<file path="src/rtl/core/wbss_pkg.sv">
package wbss_pkg;

    // fixed field widths
    localparam int ADDR_W           = 48;
    localparam int BYTE_W           = 8;
    localparam int PAT_INDEX_W      = 7;
    localparam int PAT_LEN_W        = 8;
    localparam int LEN_W            = 9;
    localparam int PATTERN_DEPTH_DEF = 128;

    // configuration register indexes
    localparam logic CFG_PATTERN_LENGTH = 1'b0;
    localparam logic CFG_REGION_BASE    = 1'b1;

    // result status codes
    localparam logic [1:0] STATUS_NONE   = 2'd0;
    localparam logic [1:0] STATUS_UNIQUE = 2'd1;
    localparam logic [1:0] STATUS_MULTI  = 2'd2;

    // hit counter codes
    localparam logic [1:0] HITS_NONE = 2'd0;
    localparam logic [1:0] HITS_ONE  = 2'd1;
    localparam logic [1:0] HITS_MANY = 2'd2;

    // scanned byte handed alongside the cell row to the verdict stage
    typedef struct packed {
        logic              valid;
        logic              last;
        logic [ADDR_W-1:0] count;
    } scan_stage_t;

endpackage

</file>
<file path="src/rtl/core/wbss_cell.sv">
module wbss_cell
    import wbss_pkg::*;
(
    input  logic              clk,
    input  logic              rst_n,
    input  logic              load_en,
    input  logic [BYTE_W-1:0] load_value,
    input  logic              load_known,
    input  logic              shift_en,
    input  logic [BYTE_W-1:0] data_byte,
    input  logic              prev_match,
    output logic              match
);

    logic [BYTE_W-1:0] expected_reg;
    logic              known_reg;
    logic              match_reg;
    logic              match_next;
    logic              position_ok;

    // pattern position storage
    always_ff @(posedge clk)
    begin
        if (load_en)
        begin
            expected_reg <= load_value;
            known_reg    <= load_known;
        end
    end

    // extend the prefix handed over by the left neighbor
    assign position_ok = !known_reg || (expected_reg == data_byte);
    assign match_next  = prev_match && position_ok;

    always_ff @(posedge clk or negedge rst_n)
    begin
        if (!rst_n)
        begin
            match_reg <= 1'b0;
        end
        else if (shift_en)
        begin
            match_reg <= match_next;
        end
    end

    assign match = match_reg;

endmodule

</file>
<file path="src/rtl/core/wbss_verdict.sv">
module wbss_verdict
    import wbss_pkg::*;
#(
    parameter int DEPTH = PATTERN_DEPTH_DEF,
    parameter int IDX_W = (DEPTH > 1) ? $clog2(DEPTH) : 1
)
(
    input  logic              clk,
    input  logic              rst_n,
    input  scan_stage_t       stage,
    input  logic [DEPTH-1:0]  match_vec,
    input  logic [IDX_W-1:0]  len_m1,
    input  logic              len_zero,
    input  logic [ADDR_W-1:0] region_base,
    output logic              hold,
    output logic              out_valid,
    input  logic              out_ready,
    output logic [1:0]        match_status,
    output logic [ADDR_W-1:0] match_address
);

    logic [1:0]        hits_reg;
    logic [1:0]        hits_next;
    logic [ADDR_W-1:0] first_reg;
    logic [ADDR_W-1:0] first_next;
    logic              out_valid_reg;
    logic [1:0]        status_reg;
    logic [ADDR_W-1:0] address_reg;
    logic              fire;
    logic              full_hit;
    logic [ADDR_W-1:0] start_addr;

    // a last byte waits while the result register is still occupied and out_ready is low
    assign hold = stage.valid && stage.last && out_valid_reg && !out_ready;
    assign fire = stage.valid && !hold;

    // window complete at the selected length
    assign full_hit   = !len_zero && match_vec[len_m1];
    assign start_addr = region_base + stage.count
                        - {{(ADDR_W-IDX_W){1'b0}}, len_m1};

    // hit bookkeeping, a first start at address zero is not recorded
    always_comb
    begin
        hits_next  = hits_reg;
        first_next = first_reg;
        if (full_hit)
        begin
            if (hits_reg == HITS_NONE)
            begin
                if (start_addr != '0)
                begin
                    hits_next  = HITS_ONE;
                    first_next = start_addr;
                end
            end
            else
            begin
                hits_next = HITS_MANY;
            end
        end
    end

    always_ff @(posedge clk or negedge rst_n)
    begin
        if (!rst_n)
        begin
            hits_reg  <= HITS_NONE;
            first_reg <= '0;
        end
        else if (fire)
        begin
            if (stage.last)
            begin
                hits_reg  <= HITS_NONE;
                first_reg <= '0;
            end
            else
            begin
                hits_reg  <= hits_next;
                first_reg <= first_next;
            end
        end
    end

    // result register
    always_ff @(posedge clk or negedge rst_n)
    begin
        if (!rst_n)
        begin
            out_valid_reg <= 1'b0;
        end
        else if (fire && stage.last)
        begin
            out_valid_reg <= 1'b1;
        end
        else if (out_ready)
        begin
            out_valid_reg <= 1'b0;
        end
    end

    always_ff @(posedge clk)
    begin
        if (fire && stage.last)
        begin
            unique case (hits_next)
                HITS_NONE:
                begin
                    status_reg  <= STATUS_NONE;
                    address_reg <= '0;
                end
                HITS_ONE:
                begin
                    status_reg  <= STATUS_UNIQUE;
                    address_reg <= first_next;
                end
                default:
                begin
                    status_reg  <= STATUS_MULTI;
                    address_reg <= '0;
                end
            endcase
        end
    end

    assign out_valid     = out_valid_reg;
    assign match_status  = status_reg;
    assign match_address = address_reg;

endmodule

</file>
<file path="src/rtl/core/wildcard_byte_signature_scan_unit.sv">
// channel | direction | handshake            | payload
// cfg     | in        | cfg_valid/cfg_ready  | cfg_index, cfg_data
// in      | in        | in_valid/in_ready    | mode, pattern_index, pattern_value,
//         |           |                      | pattern_known, data_byte, data_last
// out     | out       | out_valid/out_ready  | match_status, match_address
//
// one input transaction per cycle while in_ready is high; the cell row and the
// stage register capture each accepted byte, and the verdict stage then registers
// its outcome in the result register, which a waiting last byte can delay.
// reset clears match bits, counters and the result valid flag; pattern storage
// is undefined until loaded.
// input stalls only while a last byte waits on an occupied, stalled result
// register. configuration writes are always taken.
module wildcard_byte_signature_scan_unit
    import wbss_pkg::*;
#(
    parameter int PATTERN_DEPTH = PATTERN_DEPTH_DEF
)
(
    input  logic                   clk,
    input  logic                   rst_n,
    input  logic                   cfg_valid,
    output logic                   cfg_ready,
    input  logic                   cfg_index,
    input  logic [ADDR_W-1:0]      cfg_data,
    input  logic                   in_valid,
    output logic                   in_ready,
    input  logic                   mode,
    input  logic [PAT_INDEX_W-1:0] pattern_index,
    input  logic [BYTE_W-1:0]      pattern_value,
    input  logic                   pattern_known,
    input  logic [BYTE_W-1:0]      data_byte,
    input  logic                   data_last,
    output logic                   out_valid,
    input  logic                   out_ready,
    output logic [1:0]             match_status,
    output logic [ADDR_W-1:0]      match_address
);

    localparam int IDX_W = (PATTERN_DEPTH > 1) ? $clog2(PATTERN_DEPTH) : 1;

    logic [PAT_LEN_W-1:0]     pattern_length_reg;
    logic [ADDR_W-1:0]        region_base_reg;
    logic [ADDR_W-1:0]        bytes_seen_reg;
    logic                     fresh_reg;
    scan_stage_t              stage_reg;
    scan_stage_t              stage_next;
    logic                     hold;
    logic                     accept;
    logic                     scan_en;
    logic                     load_sel;
    logic [PATTERN_DEPTH-1:0] match_vec;
    logic [LEN_W-1:0]         len_clamped;
    logic [LEN_W-1:0]         len_m1_full;

    assign cfg_ready = 1'b1;
    assign in_ready  = !hold;
    assign accept    = in_valid && in_ready;
    assign scan_en   = accept && mode;
    assign load_sel  = accept && !mode;

    // configuration registers
    always_ff @(posedge clk or negedge rst_n)
    begin
        if (!rst_n)
        begin
            pattern_length_reg <= PAT_LEN_W'(1);
            region_base_reg    <= '0;
        end
        else if (cfg_valid)
        begin
            unique case (cfg_index)
                CFG_PATTERN_LENGTH: pattern_length_reg <= cfg_data[PAT_LEN_W-1:0];
                CFG_REGION_BASE:    region_base_reg    <= cfg_data;
                default:            region_base_reg    <= region_base_reg;
            endcase
        end
    end

    // effective length, saturated at the row length
    assign len_clamped = ({1'b0, pattern_length_reg} > LEN_W'(PATTERN_DEPTH))
                         ? LEN_W'(PATTERN_DEPTH) : {1'b0, pattern_length_reg};
    assign len_m1_full = len_clamped - LEN_W'(1);

    // saturating byte counter and fresh-region flag
    always_ff @(posedge clk or negedge rst_n)
    begin
        if (!rst_n)
        begin
            bytes_seen_reg <= '0;
            fresh_reg      <= 1'b0;
        end
        else if (scan_en)
        begin
            fresh_reg <= data_last;
            if (data_last)
            begin
                bytes_seen_reg <= '0;
            end
            else if (bytes_seen_reg != {ADDR_W{1'b1}})
            begin
                bytes_seen_reg <= bytes_seen_reg + ADDR_W'(1);
            end
        end
    end

    // hand the scanned byte to the verdict stage
    always_comb
    begin
        stage_next = stage_reg;
        if (!hold)
        begin
            stage_next.valid = scan_en;
            stage_next.last  = data_last;
            stage_next.count = bytes_seen_reg;
        end
    end

    always_ff @(posedge clk or negedge rst_n)
    begin
        if (!rst_n)
        begin
            stage_reg <= '0;
        end
        else
        begin
            stage_reg <= stage_next;
        end
    end

    // row of partial-match cells
    for (genvar j = 0; j < PATTERN_DEPTH; j++)
    begin : g_cell
        logic prev;
        if (j == 0)
        begin : g_head
            assign prev = 1'b1;
        end
        else
        begin : g_link
            assign prev = match_vec[j-1] && !fresh_reg;
        end

        wbss_cell u_cell (
            .clk        (clk),
            .rst_n      (rst_n),
            .load_en    (load_sel && (32'(pattern_index) == j)),
            .load_value (pattern_value),
            .load_known (pattern_known),
            .shift_en   (scan_en),
            .data_byte  (data_byte),
            .prev_match (prev),
            .match      (match_vec[j])
        );
    end

    wbss_verdict #(
        .DEPTH (PATTERN_DEPTH),
        .IDX_W (IDX_W)
    ) u_verdict (
        .clk           (clk),
        .rst_n         (rst_n),
        .stage         (stage_reg),
        .match_vec     (match_vec),
        .len_m1        (len_m1_full[IDX_W-1:0]),
        .len_zero      (len_clamped == '0),
        .region_base   (region_base_reg),
        .hold          (hold),
        .out_valid     (out_valid),
        .out_ready     (out_ready),
        .match_status  (match_status),
        .match_address (match_address)
    );

endmodule

</file>
<file path="config.mk">
export PLATFORM = sky130hd
export DESIGN_NAME = wildcard_byte_signature_scan_unit
export DESIGN_NICKNAME = d
export VERILOG_FILES = /design/src/rtl/core/wbss_pkg.sv /design/src/rtl/core/wbss_cell.sv /design/src/rtl/core/wbss_verdict.sv /design/src/rtl/core/wildcard_byte_signature_scan_unit.sv
export SDC_FILE = /design/constraint.sdc
export NUM_CORES = 2
export LEC_CHECK = 0
export BUFFER_PORTS_ARGS = -buffer_cell sky130_fd_sc_hd__clkbuf_2
export CAP_MARGIN = 15
export CELL_PAD_IN_SITES_DETAIL_PLACEMENT = 0
export CELL_PAD_IN_SITES_GLOBAL_PLACEMENT = 1
export CORE_ASPECT_RATIO = 1.5
export CORE_UTILIZATION = 53
export CTS_CLUSTER_SIZE = 30
export DETAILED_ROUTE_END_ITERATION = 7
export PLACE_DENSITY_LB_ADDON = 0.1
export SYNTH_ARGS = -nofsm -noshare
export SYNTH_HDL_FRONTEND = slang
export SYNTH_SLANG_ARGS = --single-unit
</file>
<file path="constraint.sdc">
create_clock -name clk -period 8.4 [get_ports clk]
set_input_delay 0.84 -clock clk [delete_from_list [all_inputs] [get_ports clk]]
set_output_delay 0.84 -clock clk [all_outputs]
set_load 0.05 [all_outputs]
</file>
# After elaboration in Yosys (flattened, before gate mapping)
# Index checks and enable logic that the tools add are counted.
# totals
ff_bits	1536
out_inout_bits	53
word_cells	1338
# classes
addsub	4
order_cmp	2
eq_ne	257
mux	16
bitwise	1
n_reduce_logical	662
# op_table
operator	n
8-bit equality test	128
7-bit equality test, second input constant	64
1-bit logical AND	391
48-bit two-way mux	6
7-bit by 6-bit equality test with 1-bit output, second input constant	32
1-bit zero test	133
1-bit logical OR	128
7-bit by 5-bit equality test with 1-bit output, second input constant	16
7-bit by 4-bit equality test with 1-bit output, second input constant	8
48-bit by 1-bit adder with 48-bit output, second input constant	1
48-bit adder	1
48-bit inequality test, second input constant	1
48-bit nonzero test	1
48-bit by 7-bit subtractor with 48-bit output	1
7-bit by 3-bit equality test with 1-bit output, second input constant	4
7-bit by 2-bit equality test with 1-bit output, second input constant	2
9-bit zero test	1
8-bit > comparator, second input constant	1
7-bit by 8-bit < comparator with 1-bit output, second input constant	1
2-bit two-way mux	4
8-bit two-way mux	1
1-bit binary-select mux with 7-bit select	1
7-bit by 1-bit equality test with 1-bit output, second input constant	1
7-bit zero test	1
other kinds (8)	14

# Logic depth before layout (Yosys ltp)
# depth
depth_word	10
mapped_depth	24

# By module
# A second synthesis with hierarchy kept.
# hier_totals
cells_unflattened	5237
hier_area_um2	70764.1
# by_module_without_submodules
mod	instances	cells_each	area_per_inst_um2	seq_area_each_um2
wbss_cell	128	23	397.9	295.3
wbss_verdict	1	1325	10876.7	2777.7
wildcard_byte_signature_scan_unit	1	968	8958.6	3880.0

# Worst setup path before layout
# Ideal clock, no wire load.
# synth_timing
path_kind	register to register
start	register pattern_length_reg[7]
end	register u_verdict.address_reg[21] (netlist: u_verdict.match_address[21]), data pin
t_arrival_ps	5702
path_slack_ps	2441
stages_incl_launch_ff	25
period_less_slack_ps	5959
path_cell_list	dfrtp_1 clkbuf_1 nor2b_1 inv_1 ha_1 nand2_1 mux2_2 o22ai_1 clkbuf_1 fa_1 ha_1 a21o_1 a31oi_2 o21ai_1 o211a_1 or2_1 buf_2 a2111o_1 o211ai_2 or4b_1 nor4_4 nor2_2 buf_4 buf_6 a32o_1
# synth_via
elab_chain_len	9
elab_cells_between_ends	17
cone_classes	2 x add/sub; 1 x order compare; 1 x eq/ne; 9 x mux; 4 x reduce/logical
# synth_lines
item	line	rtl
from (decl)	wildcard_byte_signature_scan_unit.sv:42	logic [PAT_LEN_W-1:0] pattern_length_reg;
from (signal assigned)	wildcard_byte_signature_scan_unit.sv:73	CFG_PATTERN_LENGTH: pattern_length_reg <= cfg_data[PAT_LEN_W-1:0];
8-bit > comparator	wildcard_byte_signature_scan_unit.sv:81	assign len_clamped = ({1'b0, pattern_length_reg} > LEN_W'(PATTERN_DEPTH))
8-bit two-way mux *	wildcard_byte_signature_scan_unit.sv:82	? LEN_W'(PATTERN_DEPTH) : {1'b0, pattern_length_reg};
7-bit by 1-bit subtractor with 7-bit output	wildcard_byte_signature_scan_unit.sv:83	assign len_m1_full = len_clamped - LEN_W'(1);
48-bit by 7-bit subtractor with 48-bit output	wbss_verdict.sv:40	- {{(ADDR_W-IDX_W){1'b0}}, len_m1};
48-bit nonzero test	wbss_verdict.sv:51	if (start_addr != '0)
2-bit two-way mux	wbss_verdict.sv:51	
2-bit two-way mux	wbss_verdict.sv:49	if (hits_reg == HITS_NONE)
2-bit two-way mux	wbss_verdict.sv:47	if (full_hit)
2-bit by 1-bit equality test with 1-bit output	wbss_verdict.sv:107	unique case (hits_next)
to (signal assigned)	wbss_verdict.sv:116	address_reg <= first_next;
to (decl)	wbss_verdict.sv:28	logic [ADDR_W-1:0] address_reg;
# Mark *: on every way between the ends. The rest lies on a longest branch, timed or not. The select of a mux whose other input is x is not followed.
# A chain may end at the register's enable or synchronous reset.

# Worst setup path in the final report
# layout_timing
start	register pattern_length_reg[7]
end	register u_verdict.address_reg[30] (netlist: u_verdict.match_address[30]), data pin
# The elaborated chain is that of the path after synthesis.

==> run metrics <==
status=complete, no violations; max_cap viols=0; CTS root buf=clkbuf_16; RR Startpoint=pattern_length_reg[7]; Antenna Violating Nets Remaining=0; Cell Chain, Critical Path=nor2b_4, inv_1, ha_1, nand2_1, mux2_2, o22ai_1, fa_1, ha_1, a21o_1, a31oi_2, nor2_1, or4_1, a222oi_1, and4_1, nand4_1, nand4b_1, nor4_4, nor2_2, buf_4, a32o_1; TNS Setup=0 ns; Worst path max stage delay=approximately 0.70 ns; Synth cell types=between 80 and 90; port bufs=131; # Post-CTS Setup Buffers=0; PD cells=approximately 240 nW/um^2; crit-path max FO=35; async set-reset flop share out of synthesis=21.74%; CTS resizes=0; Die H=around 440 um; Hold WC Path Type=input pin to asynchronous set/reset pin; Worst path most repeated cell=ha_1; register share of total power=a little under half; CTS buffer count=around 150; dpl cell area=between 70,000 and 80,000 sq um; switching part of the total=between 20% and 30%; grt ovf=0; mapped cell area=around 69,000 sq um; cell type group with the largest total delay on the critical path=simple AND/OR/NAND/NOR gates; Synth Flop Type=edfxtp_1; Slew HR=between 10% and 20%; Worst setup endpoint=u_verdict.match_address[30]; combinational power share=~16%; worst reg2reg endpoint=u_verdict.match_address[30]; Syn Nets=between 5,000 and 6,000; sequential share of the synthesized area=approximately 65%; max FFs per register=just over 1,000; data arrival time of the worst path=7.78 ns; first-pass GRT wire length=~270,000 um; largest net degree at the start of global routing=between 100 and 150; WS Path Type=register to register; commonest non-fill, non-tap cell in the layout=edfxtp_1; Slew @ Worst Pin=roughly 1.2 ns; Layout Skew=0.02362 ns; CP Launch Type=register; die area=approximately 130,000 sq um; nets=about 5,300; number of global-route vias before repair=about 42,000; Syn Area/Cell=13.53 sq um; most frequent cells in the layout=edfxtp_1, xnor2_1, nand2_1; CTS tree=done; num ports=around 130; fin crit share=86.38%; Post-DP HPWL=~110,000 um; first-pass iteration count of the detailed router=5; Hold-fix buffers, CTS=0; Clock Latency Late Sink=around 0.8 ns; Clock Path Buffers=3; die width=295.9 um; cell-internal power=between 10 and 15 mW; flops & latches, synth=1,536; post-route cell area=about 76,000 sq um; antenna violations before repair=7; FILL cells=10,382; Max IR drop VDD=0.0002301 V; share of cells above drive strength 1=approximately 10%; htree depth=4; drt first-iter violations=2,981; Clock transition at path regs=0.07 ns; Crit. Startpoint=pattern_length_reg[7]; max-slew violations=0; vias post-DR=between 40,000 and 50,000; initial core utilization=a little over half; Psw=~4.8 mW; WL/cell=26.69 um; routed wire length=~190,000 um; Mapped Cells=slightly above 5,000; Setup Viol. Count Final=0; Lkg Pwr=26.19 nW; RSZ-0062 raised after global routing=no; Pwr Total=between 15 and 20 mW; internal reg-to-reg setup slack=~1.1 ns; critical path depth=20; Tot GR Track Use=29.11%; area delta synth->final=10.56%; Clock Power Share=between 30% and 40%; FP Rows=~160; Worst Path Buf+Inv=2; clock sinks=between 1,500 and 2,000; Post-synth EDFFs=1,202; min Tclk post-route=just over 7 ns; worst r2r path cells=20; vias per cell=5.876; core area=128,500 sq um; max frequency=~140 MHz; DRC viols=0; slowest stage cell, crit path=o22ai_1; Yosys Warn Count=0; crit end category=register; Final Hold Vio Count=0; worst path required time=between 8 and 9 ns; global placer's final weighted congestion=0.9626
## power groups by stage
stage / combinational (mW) / clock [mW] / sequential [mW]
5_1_grt: 3.07 / 7.04 / 8.60
3_5_place_dp: 2.83 / 0 / 8.74
2_1_floorplan: 1.80 / 0 / 8.78
6_report: 2.85 / 6.65 / 8.59
4_1_cts: 2.84 / 6.77 / 8.59
3_3_place_gp: 2.82 / 0 / 8.74
## synth_stat cells, drive strengths merged (11+ instances only)
| library cell | number | area share, % |
|---|---|---|
| mux2 | 64 | 1.0 |
| a32o | 70 | 1.0 |
| a21o | 20 | 0.22 |
| clkbuf | 177 | 0.97 |
| nor2b | 11 | 0.10 |
| and2 | 22 | 0.20 |
| or3 | 18 | 0.16 |
| a31o | 12 | 0.15 |
| ha | 91 | 1.7 |
| nand4 | 285 | 2.6 |
| and3 | 19 | 0.17 |
| dfrtp | 333 | 12 |
| and4 | 15 | 0.19 |
| o21ai | 222 | 1.6 |
| a21oi | 64 | 0.49 |
| mux4 | 32 | 1.0 |
| a31oi | 13 | 0.13 |
| buf | 80 | 0.55 |
| xor2 | 56 | 0.71 |
| nor4 | 20 | 0.20 |
| xnor2 | 1044 | 13 |
| nand3 | 36 | 0.26 |
| nand4b | 129 | 1.6 |
| nand2 | 437 | 2.4 |
| edfxtp | 1202 | 53 |
| nor3 | 25 | 0.19 |
| nor2 | 238 | 1.3 |
| inv | 192 | 1.0 |
## per-stage QoR
stage | worst slack, ns | std cells | utilization, % | hold WS (ns)
finish | 1.144 | 6986 | 59.07 | 0.08116
global route | 0.7129 | 6986 | 59.07 | 0.09941
CTS | 1.159 | 6981 | 59.04 | 0.05900
detailed placement | 1.200 | 6719 | 55.34 | 0.4193
global placement | 1.245 | 6719 | 55.34 | 0.4122
floorplan | 2.441 | 5074 | - | 0.4027
## worst min path at each step
stage                                          start                     end  cells past startpoint
after floorplan           g_cell[0].u_cell.known_reg  g_cell[0].u_cell.match                      1
after global placement    g_cell[0].u_cell.known_reg  g_cell[0].u_cell.match                      1
after detailed placement  g_cell[0].u_cell.known_reg  g_cell[0].u_cell.match                      1
after CTS                                      rst_n      bytes_seen_reg[19]                      1
after global routing                           rst_n      bytes_seen_reg[19]                      1
final                                          rst_n      bytes_seen_reg[19]                      1
## cell type report
cell class	count	area (sq um)	share of cell area, %
Timing Repair Buffer	193	1340	1.765
Tap cell	1711	2141	2.820
Inverter	193	724.4	0.9543
Clock buffer	189	3941	5.192
Clock inverter	73	814.5	1.073
Sequential cell	1536	44460	58.56
Multi-Input combinational cell	3088	22490	29.62
Antenna cell	3	7.507	0.009889
## cell families after synthesis
family / share of synthesized area (%)
flip-flops: 64.74
multiplexers: 2.216
buffers and inverters: 2.575
AND/OR/NAND/NOR: 9.714
adder cells (fa/ha/maj): 1.862
XOR/XNOR: 14.03
AO/OA/AOI/OAI: 4.854
other: 0.005461
## layer usage
metal  vias up  part of all wire (%)  GRT usage [%]
met2      1160                    52          51.20
met3       346                   4.3          3.918
li1      18455                     -              -
met4         4                   4.5          12.68
met1     21083                    39          35.50
met5         -                 0.014              0
(Power assumes the default switching activity.)
